### src/rtl/assert_macros.svh
// assertion helpers shared by the rtl
// each macro is defined twice: with checking for simulation, empty for synthesis
`ifndef ASSERT_MACROS_SVH
`define ASSERT_MACROS_SVH

`ifndef SYNTH

// property must hold at every clock edge outside reset
`define ASSERT_CLK(label, prop, msg) \
    label: assert property (@(posedge clk) disable iff (!rst_n) prop) else $error(msg);

// expression must never be true at a clock edge outside reset
`define ASSERT_NEVER(label, expr, msg) \
    label: assert property (@(posedge clk) disable iff (!rst_n) !(expr)) else $error(msg);

`else

`define ASSERT_CLK(label, prop, msg)

`define ASSERT_NEVER(label, expr, msg)

`endif

`endif

### src/rtl/tcwt_pkg.sv
`default_nettype none

package tcwt_pkg;

    localparam int RATE_W  = 20;
    localparam int WORD_W  = 32;
    localparam int CLOCK_W = 6;

    localparam logic [RATE_W-1:0]  RATE_RESET = 20'd100;
    localparam logic [CLOCK_W-1:0] LAST_SEC   = 6'd59;
    localparam logic [CLOCK_W-1:0] LAST_MIN   = 6'd59;

    // floor(x / 1000) for any 32-bit x is (x * DIV_MAGIC) >> DIV_SHIFT
    localparam int DIV_MAGIC_W = 29;
    localparam logic [DIV_MAGIC_W-1:0] DIV_MAGIC = 29'h10624DD3;
    localparam int DIV_SHIFT = 38;
    localparam int QUOT_W    = WORD_W + DIV_MAGIC_W;

    typedef enum logic [1:0] {
        OP_TICK = 2'd0,
        OP_ARM  = 2'd1,
        OP_POLL = 2'd2
    } op_t;

    typedef enum logic [1:0] {
        PH_WAIT_OVF = 2'd0,
        PH_WAIT_DL  = 2'd1,
        PH_TIMED_OUT = 2'd2
    } phase_t;

    typedef enum logic [1:0] {
        S_IDLE   = 2'd0,
        S_RECIP  = 2'd1,
        S_COMMIT = 2'd2
    } ctrl_state_t;

    typedef struct packed {
        logic start;
        logic recip;
        logic commit;
    } ctrl_cmd_t;

    typedef struct packed {
        logic arm_req;
    } dp_status_t;

endpackage

`default_nettype wire

### src/rtl/tcwt_ctrl.sv
`default_nettype none

module tcwt_ctrl (
    input  wire logic               clk,
    input  wire logic               rst_n,
    input  wire logic               req_valid,
    output logic                    req_stall,
    output logic                    rsp_valid,
    input  wire logic               rsp_stall,
    input  tcwt_pkg::dp_status_t    status,
    output tcwt_pkg::ctrl_cmd_t     cmd
);
    import tcwt_pkg::*;

    ctrl_state_t state_reg;
    ctrl_state_t state_next;
    logic        rsp_valid_reg;
    logic        rsp_valid_next;
    logic        out_free;
    logic        start;

    // the result slot is free when empty or being emptied this cycle
    assign out_free  = !rsp_valid_reg || !rsp_stall;
    assign req_stall = !((state_reg == S_IDLE) && out_free);
    assign start     = req_valid && !req_stall;
    assign rsp_valid = rsp_valid_reg;

    always_ff @(posedge clk or negedge rst_n)
    begin
        if (!rst_n)
        begin
            state_reg     <= S_IDLE;
            rsp_valid_reg <= 1'b0;
        end
        else
        begin
            state_reg     <= state_next;
            rsp_valid_reg <= rsp_valid_next;
        end
    end

    always_comb
    begin
        state_next     = state_reg;
        rsp_valid_next = rsp_valid_reg && rsp_stall;
        cmd            = '0;
        case (state_reg)
            S_IDLE:
            begin
                if (start)
                begin
                    cmd.start = 1'b1;
                    if (status.arm_req)
                    begin
                        state_next = S_RECIP;
                    end
                    else
                    begin
                        rsp_valid_next = 1'b1;
                    end
                end
            end
            S_RECIP:
            begin
                cmd.recip  = 1'b1;
                state_next = S_COMMIT;
            end
            S_COMMIT:
            begin
                cmd.commit     = 1'b1;
                rsp_valid_next = 1'b1;
                state_next     = S_IDLE;
            end
            default:
            begin
                state_next = S_IDLE;
            end
        endcase
    end

endmodule

`default_nettype wire

### src/rtl/tcwt_dp.sv
`default_nettype none

module tcwt_dp (
    input  wire logic                           clk,
    input  wire logic                           rst_n,
    input  wire logic                           cfg_wr_en,
    input  wire logic [tcwt_pkg::RATE_W-1:0]    cfg_wr_data,
    input  wire logic [1:0]                     operation,
    input  wire logic [tcwt_pkg::WORD_W-1:0]    delay_ms,
    input  tcwt_pkg::ctrl_cmd_t                 cmd,
    output tcwt_pkg::dp_status_t                status,
    output logic [tcwt_pkg::WORD_W-1:0]         tick_count,
    output logic [tcwt_pkg::CLOCK_W-1:0]        seconds,
    output logic [tcwt_pkg::CLOCK_W-1:0]        minutes,
    output logic [tcwt_pkg::WORD_W-1:0]         hours,
    output logic                                timed_out
);
    import tcwt_pkg::*;

    localparam int SPAN_W = QUOT_W - DIV_SHIFT;

    logic [RATE_W-1:0]  rate_reg;
    logic [WORD_W-1:0]  tick_reg,  tick_next;
    logic [RATE_W-1:0]  sub_reg,   sub_next;
    logic [CLOCK_W-1:0] sec_reg,   sec_next;
    logic [CLOCK_W-1:0] min_reg,   min_next;
    logic [WORD_W-1:0]  hour_reg,  hour_next;
    logic [WORD_W-1:0]  dl_reg,    dl_next;
    phase_t             phase_reg, phase_next;
    logic               flag_reg,  flag_next;

    logic [WORD_W-1:0]  prod_reg;
    logic [QUOT_W-1:0]  quot_reg;
    logic [WORD_W-1:0]  rate_prod;
    logic [QUOT_W-1:0]  quot_prod;
    logic [RATE_W-1:0]  sub_inc;
    logic [SPAN_W-1:0]  span;

    assign status.arm_req = (op_t'(operation) == OP_ARM);

    // product is kept mod 2^32, as the deadline formula asks
    assign rate_prod = {{(WORD_W-RATE_W){1'b0}}, rate_reg} * delay_ms;
    assign quot_prod = {{DIV_MAGIC_W{1'b0}}, prod_reg} * {{WORD_W{1'b0}}, DIV_MAGIC};
    assign span      = quot_reg[QUOT_W-1:DIV_SHIFT];
    assign sub_inc   = sub_reg + 1'b1;

    always_ff @(posedge clk or negedge rst_n)
    begin
        if (!rst_n)
        begin
            rate_reg  <= RATE_RESET;
            tick_reg  <= '0;
            sub_reg   <= '0;
            sec_reg   <= '0;
            min_reg   <= '0;
            hour_reg  <= '0;
            dl_reg    <= '0;
            phase_reg <= PH_TIMED_OUT;
            flag_reg  <= 1'b0;
        end
        else
        begin
            if (cfg_wr_en)
            begin
                rate_reg <= cfg_wr_data;
            end
            tick_reg  <= tick_next;
            sub_reg   <= sub_next;
            sec_reg   <= sec_next;
            min_reg   <= min_next;
            hour_reg  <= hour_next;
            dl_reg    <= dl_next;
            phase_reg <= phase_next;
            flag_reg  <= flag_next;
        end
    end

    // arm pipeline, no reset needed
    always_ff @(posedge clk)
    begin
        if (cmd.start)
        begin
            prod_reg <= rate_prod;
        end
        if (cmd.recip)
        begin
            quot_reg <= quot_prod;
        end
    end

    always_comb
    begin
        tick_next  = tick_reg;
        sub_next   = sub_reg;
        sec_next   = sec_reg;
        min_next   = min_reg;
        hour_next  = hour_reg;
        dl_next    = dl_reg;
        phase_next = phase_reg;
        flag_next  = flag_reg;
        if (cmd.start)
        begin
            flag_next = 1'b0;
            case (op_t'(operation))
                OP_TICK:
                begin
                    tick_next = tick_reg + 1'b1;
                    if (sub_inc >= rate_reg)
                    begin
                        sub_next = '0;
                        if (sec_reg >= LAST_SEC)
                        begin
                            sec_next = '0;
                            if (min_reg >= LAST_MIN)
                            begin
                                min_next  = '0;
                                hour_next = hour_reg + 1'b1;
                            end
                            else
                            begin
                                min_next = min_reg + 1'b1;
                            end
                        end
                        else
                        begin
                            sec_next = sec_reg + 1'b1;
                        end
                    end
                    else
                    begin
                        sub_next = sub_inc;
                    end
                end
                OP_POLL:
                begin
                    case (phase_reg)
                        PH_WAIT_OVF:
                        begin
                            if (!(dl_reg < tick_reg))
                            begin
                                phase_next = PH_WAIT_DL;
                            end
                        end
                        PH_WAIT_DL:
                        begin
                            if (!(tick_reg < dl_reg))
                            begin
                                phase_next = PH_TIMED_OUT;
                                flag_next  = 1'b1;
                            end
                        end
                        PH_TIMED_OUT:
                        begin
                            flag_next = 1'b1;
                        end
                        default:
                        begin
                            flag_next = 1'b0;
                        end
                    endcase
                end
                default:
                begin
                    flag_next = 1'b0;
                end
            endcase
        end
        if (cmd.commit)
        begin
            dl_next    = tick_reg + {{(WORD_W-SPAN_W){1'b0}}, span};
            phase_next = PH_WAIT_OVF;
            flag_next  = 1'b0;
        end
    end

    assign tick_count = tick_reg;
    assign seconds    = sec_reg;
    assign minutes    = min_reg;
    assign hours      = hour_reg;
    assign timed_out  = flag_reg;

endmodule

`default_nettype wire

### src/rtl/tick_clock_with_timeout.sv
// channel   handshake            payload
// request   req_valid/req_stall  operation, delay_ms
// result    rsp_valid/rsp_stall  tick_count, seconds, minutes, hours, timed_out
// config    cfg_wr_en            cfg_wr_data (tick_rate)
//
// tick, poll and idle operations: result shows the cycle after the transfer
// arm goes through a rate x ms multiply, a reciprocal multiply for /1000, then a deadline add
// one item in flight at a time; arm, with its multiplier chain, is the longest operation
// a new request is taken in the cycle the held result is transferred
// reset: tick_rate 100, clock and tick count zero, timeout reported as expired
`default_nettype none

`include "assert_macros.svh"

module tick_clock_with_timeout (
    input  wire logic                           clk,
    input  wire logic                           rst_n,
    // configuration
    input  wire logic                           cfg_wr_en,
    input  wire logic [tcwt_pkg::RATE_W-1:0]    cfg_wr_data,
    // request channel
    input  wire logic                           req_valid,
    output logic                                req_stall,
    input  wire logic [1:0]                     operation,
    input  wire logic [tcwt_pkg::WORD_W-1:0]    delay_ms,
    // result channel
    output logic                                rsp_valid,
    input  wire logic                           rsp_stall,
    output logic [tcwt_pkg::WORD_W-1:0]         tick_count,
    output logic [tcwt_pkg::CLOCK_W-1:0]        seconds,
    output logic [tcwt_pkg::CLOCK_W-1:0]        minutes,
    output logic [tcwt_pkg::WORD_W-1:0]         hours,
    output logic                                timed_out
);
    import tcwt_pkg::*;

    ctrl_cmd_t  cmd;
    dp_status_t status;

    // sequencer: request acceptance, arm steps and the result valid flag
    tcwt_ctrl u_ctrl (
        .clk       (clk),
        .rst_n     (rst_n),
        .req_valid (req_valid),
        .req_stall (req_stall),
        .rsp_valid (rsp_valid),
        .rsp_stall (rsp_stall),
        .status    (status),
        .cmd       (cmd)
    );

    // counters, clock, timeout slot and the arm arithmetic
    // result fields come straight off the state, which holds while a result waits
    tcwt_dp u_dp (
        .clk         (clk),
        .rst_n       (rst_n),
        .cfg_wr_en   (cfg_wr_en),
        .cfg_wr_data (cfg_wr_data),
        .operation   (operation),
        .delay_ms    (delay_ms),
        .cmd         (cmd),
        .status      (status),
        .tick_count  (tick_count),
        .seconds     (seconds),
        .minutes     (minutes),
        .hours       (hours),
        .timed_out   (timed_out)
    );

    // a request is never taken while a result is held back
    `ASSERT_NEVER(a_no_take_when_blocked, req_valid && !req_stall && rsp_valid && rsp_stall, "request taken while result stalled")

    // a non-arm operation gives its result straight after the transfer
    `ASSERT_CLK(a_short_op_result, req_valid && !req_stall && (operation != OP_ARM) |=> rsp_valid, "missing result after short operation")

    // the clock fields stay in range
    `ASSERT_CLK(a_clock_range, (seconds <= LAST_SEC) && (minutes <= LAST_MIN), "clock field out of range")

endmodule

`default_nettype wire

### config.mk
export PLATFORM = sky130hd
export DESIGN_NAME = tick_clock_with_timeout
export DESIGN_NICKNAME = d
export VERILOG_FILES = /design/src/rtl/tcwt_pkg.sv /design/src/rtl/tcwt_ctrl.sv /design/src/rtl/tcwt_dp.sv /design/src/rtl/tick_clock_with_timeout.sv
export VERILOG_INCLUDE_DIRS = /design/src /design/src/rtl
export SDC_FILE = /design/constraint.sdc
export NUM_CORES = 2
export LEC_CHECK = 0
export BUFFER_PORTS_ARGS = -buffer_cell sky130_fd_sc_hd__buf_2
export CAP_MARGIN = 40
export CORE_UTILIZATION = 65
export DETAILED_ROUTE_END_ITERATION = 16
export GPL_TIMING_DRIVEN = 0
export PLACE_DENSITY = 0.8
export RECOVER_POWER = 25
export SYNTH_ARGS = -nofsm -noshare
export SYNTH_HDL_FRONTEND = slang
export SYNTH_SLANG_ARGS = --single-unit
### constraint.sdc
create_clock -name clk -period 18.8 [get_ports clk]
set_input_delay 2.82 -clock clk [delete_from_list [all_inputs] [get_ports clk]]
set_output_delay 2.82 -clock clk [all_outputs]
set_load 0.01 [all_outputs]
==> results.md <==
- Detailed routing placed a total of 44700 µm of wire on met2.
- The maximum level of the CTS H-tree is 1.
- The cell type with the highest occurrence count on the critical path is fa_1.
- The average routed wire per standard cell is 18.8 µm.
- The placed cell count is 4844.
- During synthesis, Yosys emitted a total of 0 warnings.
- The cell area reported after detailed placement is 39500 µm².
- The upper clock frequency limit is 103 MHz.
- The number of clock sinks is 209.
- The startpoint identified for the worst register-to-register timing path is u_dp.rate_reg[5].
- The number of antenna violations at the first check in global routing is 1.
- The finished layout holds 4892 standard cells, fillers aside.
- Wire segments on met3 add up to 6620 µm in the final route.
- After synthesis, the share of flip-flops with an asynchronous set or reset is 73.7%.
- In this run the most critical hold path is launched from u_dp.dl_reg[13].
- The vertical die dimension is 243 µm.
- The detailed router placed 27336 vias in this run.
- Along the worst path, the maximum fanout reaches 10.
- TritonCTS built the clock tree.
- The number of global-route vias before repair is 29093.
- STA classifies the critical path startpoint as a primary input.
- The count of instances resized after the clock tree is built is 0.
- The top cell types in the final layout, fill and taps aside, are inv_1 (989), fa_1 (652), ha_1 (552).
- The count of endpoints failing setup in the final report is 0.
- In the routed layout, each cell is associated on average with a via count of 5.59.
- The core region is 57600 µm².
- The actual slew at the worst max-slew pin is 4.20 ns.
- After global routing the overflow that remains totals 0.
- The post-layout instance area is 40400 µm².
- The maximum clock path buffer count is 3.
- The clock tree root buffer cell is clkbuf_16.
- Routability-driven placement finished with a final weighted congestion of 0.970.
- After floorplanning, the core was divided into 88 placement rows.
- At the worst endpoint, the required time is 19.10 ns.
- The register-to-register setup slack is 10.81 ns.
- The worst setup path is of the in -> reg kind.
- The floorplan step defined a die boundary enclosing 59200 µm².
- The post-route DRC violation count is 0.
- For this run, the slowest stage of the critical path takes 0.62 ns.
- The critical-path cell with the highest stage delay is clkbuf_1.
- After technology mapping, the gate count stands at 3953.
- When the netlist entered floorplanning its net count stood at 5216.
- The first-pass GRT wire length is 151000 µm.
- The path class of the tightest hold or removal check is reg -> reg.
- Summed over all layers, the routed wires come to 92100 µm.
- The clock reaches the later pin of the worst-skew pair after 0.55 ns.
- The net count of the finished layout is 5370.
- The worst setup path is captured at a register.
- The count of buffers added on input and output ports is 121.
- The worst reg2reg path depth is 27.
- The checks that failed: capacitance limit, slew limit.
- The top routing layer in use is met5.
- The synthesized netlist occupies a cell area of 37900 µm².
- In this run the horizontal extent of the chip is 243 µm.
- The starting utilization of the core area is 65.8%.
- The number of endpoints with negative hold slack in the final report is 0.
- Buffers inserted during clock tree synthesis total 26.
- The signal on the critical path passes through buf_2, clkbuf_1, clkbuf_1, nand2_1, fa_1, fa_1, fa_1, inv_1, fa_1, fa_1, fa_1, fa_1, ha_1, a21o_1, a21o_1, a21oi_1, o21bai_1, a21oi_1, o21ai_1, o41a_1, a21o_1, a21oi_1, xnor2_1.
- The detailed router put a total of 36800 µm of wire on met1.
- The global-route usage over all layers is 32.6%.
- The first-pass iteration count of the detailed router is 5.
- Subtracting the final worst setup slack from the clock period gives 9.70 ns.
- The worst hold path was traced through 2 stages.
- The main flop type after synthesis is dfrtp_1.
- The final worst clock skew is 0.0244 ns.
- A synthesized cell averages 9.58 µm².
- The share of the Yosys chip area taken by registers is 14.6%.
- The number of unique standard cell types used by synthesis is 71.
- The largest net degree at the start of global routing is 85.
- The worst reg2reg path endpoint is u_dp.prod_reg[29].
- The share of the clock period used by the worst path is 51.6%.
- On the critical path the largest part of the delay comes from adder cells.
- Once detail routing completed, the nets flagged for antenna violations numbered 0.
- After routing, the total negative slack on setup checks comes to 0 ns.
- In this run, the number of DRC markers left after iteration 0 of detailed routing was 1746.
- The end point of the worst hold path is u_dp.dl_reg[13].
- The arrival time of data at the critical path endpoint is 10.00 ns.
- The flow ran to the end, but the final reports show violations.
- The clock input transition at the sequential cells of the worst setup and hold paths is 0.06 ns.
- Setup repair after global routing left no endpoint under its margin.
- The post-route netlist has 4.73% of its cells at a drive strength greater than 1.
- The total of max-cap violations is 1.
- Buffers added to address setup during post-CTS repair amount to 0.
- Once layout is complete, the utilization of the core stands at 70.1%.
- The most common cell after layout, fill and taps aside is inv_1.
- Yosys mapped a number of flops with a built-in enable equal to 55.
- After legalization and detailed placement, the total HPWL measured 76300 µm.
- The headroom to the max-slew limit is -180%.
- The max-slew violation count is 71.
- Compared with the post-synthesis result, the final layout area differs by 6.63%.
- The buffering stage count on the worst path with inverters included is 4.
- For this design, the CTS-stage hold fixing added 0 buffers.
- 138 I/O pins were placed.
- The count of state elements after synthesis is 209.
Yosys cell counts, drive strengths merged (2+ instances only):
cell / number / area share [%]
a2111oi: 2 / 0.046
a211o: 2 / 0.046
a211oi: 12 / 0.25
a21boi: 3 / 0.059
a21o: 49 / 0.97
a21oi: 73 / 0.96
a221o: 2 / 0.053
a311oi: 2 / 0.046
a31o: 2 / 0.046
a31oi: 12 / 0.20
and2: 193 / 3.2
and3: 21 / 0.35
and4: 9 / 0.21
buf: 3 / 0.050
clkbuf: 107 / 1.1
dfrtp: 150 / 9.9
dfstp: 4 / 0.28
edfxtp: 55 / 4.4
fa: 652 / 34
ha: 552 / 18
inv: 989 / 9.8
maj3: 2 / 0.053
mux2: 7 / 0.21
nand2: 408 / 4.1
nand2b: 19 / 0.31
nand3: 52 / 0.70
nand3b: 2 / 0.040
nand4: 33 / 0.55
nand4b: 3 / 0.069
nor2: 76 / 0.76
nor2b: 13 / 0.21
nor3: 32 / 0.42
nor3b: 3 / 0.073
nor4: 13 / 0.25
o211a: 2 / 0.053
o211ai: 5 / 0.099
o21a: 20 / 0.40
o21ai: 131 / 1.7
o21bai: 10 / 0.20
o31ai: 5 / 0.099
or2: 5 / 0.083
or3: 11 / 0.21
or3b: 2 / 0.046
xnor2: 134 / 3.1
xor2: 55 / 1.3
stage by stage:
step | hold slack [ns] | setup WS [ns]
6_report | 0.491 | 9.10
5_1_grt | 0.513 | 8.86
4_1_cts | 0.490 | 9.20
3_5_place_dp | 0.475 | 8.63
3_3_place_gp | 0.466 | 8.69
2_1_floorplan | 0.453 | 9.75
cell families after synthesis:
group                      count (synthesis)  synth area share [%]
adders and majority gates               1206                  52.8
DFF                                      209                  14.6
xor gates and xnor gates                 189                  4.39
and+or+nand+nor                          897                  11.6
muxes                                      8                 0.235
AOI/OAI and AO/OA                        345                  5.58
buffers and inverters                   1099                  10.9
tightest hold or removal path, cell delays in order, from the launching register on:
cell	delay, ns
dfrtp_1	0.35
nand2_1	0.05
o21ai_0	0.06
how the worst max path moves through the flow:
stage	start	end	cells after the start	slack (ns)
floorplan	delay_ms[13]	u_dp.prod_reg[29]	22	9.75
global placement	delay_ms[13]	u_dp.prod_reg[29]	22	8.69
detailed placement	delay_ms[13]	u_dp.prod_reg[29]	22	8.63
CTS	delay_ms[13]	u_dp.prod_reg[29]	22	9.20
global route	delay_ms[13]	u_dp.prod_reg[29]	22	8.86
finish	delay_ms[12]	u_dp.prod_reg[29]	23	9.10
cell type report:
cell class | count | area, µm²
antenna | 1 | 2.50
buffer | 110 | 420
clock buffer | 35 | 746
inverter | 989 | 3710
clock inverter | 12 | 130
timing repair buffer | 126 | 677
sequential | 209 | 5510
tap | 765 | 957
fill | 4378 | 17200
multi-input combinational | 2645 | 28200
per-layer routing:
metal  track usage, %  vias up
met1             42.9    13653
met3             4.59      251
met5                0        -
met2             54.8      988
met4             12.5        2
li1                 -    12442
Power is not shown: default switching activity piles up to over one toggle a cycle in this logic, so the estimate is an artifact.
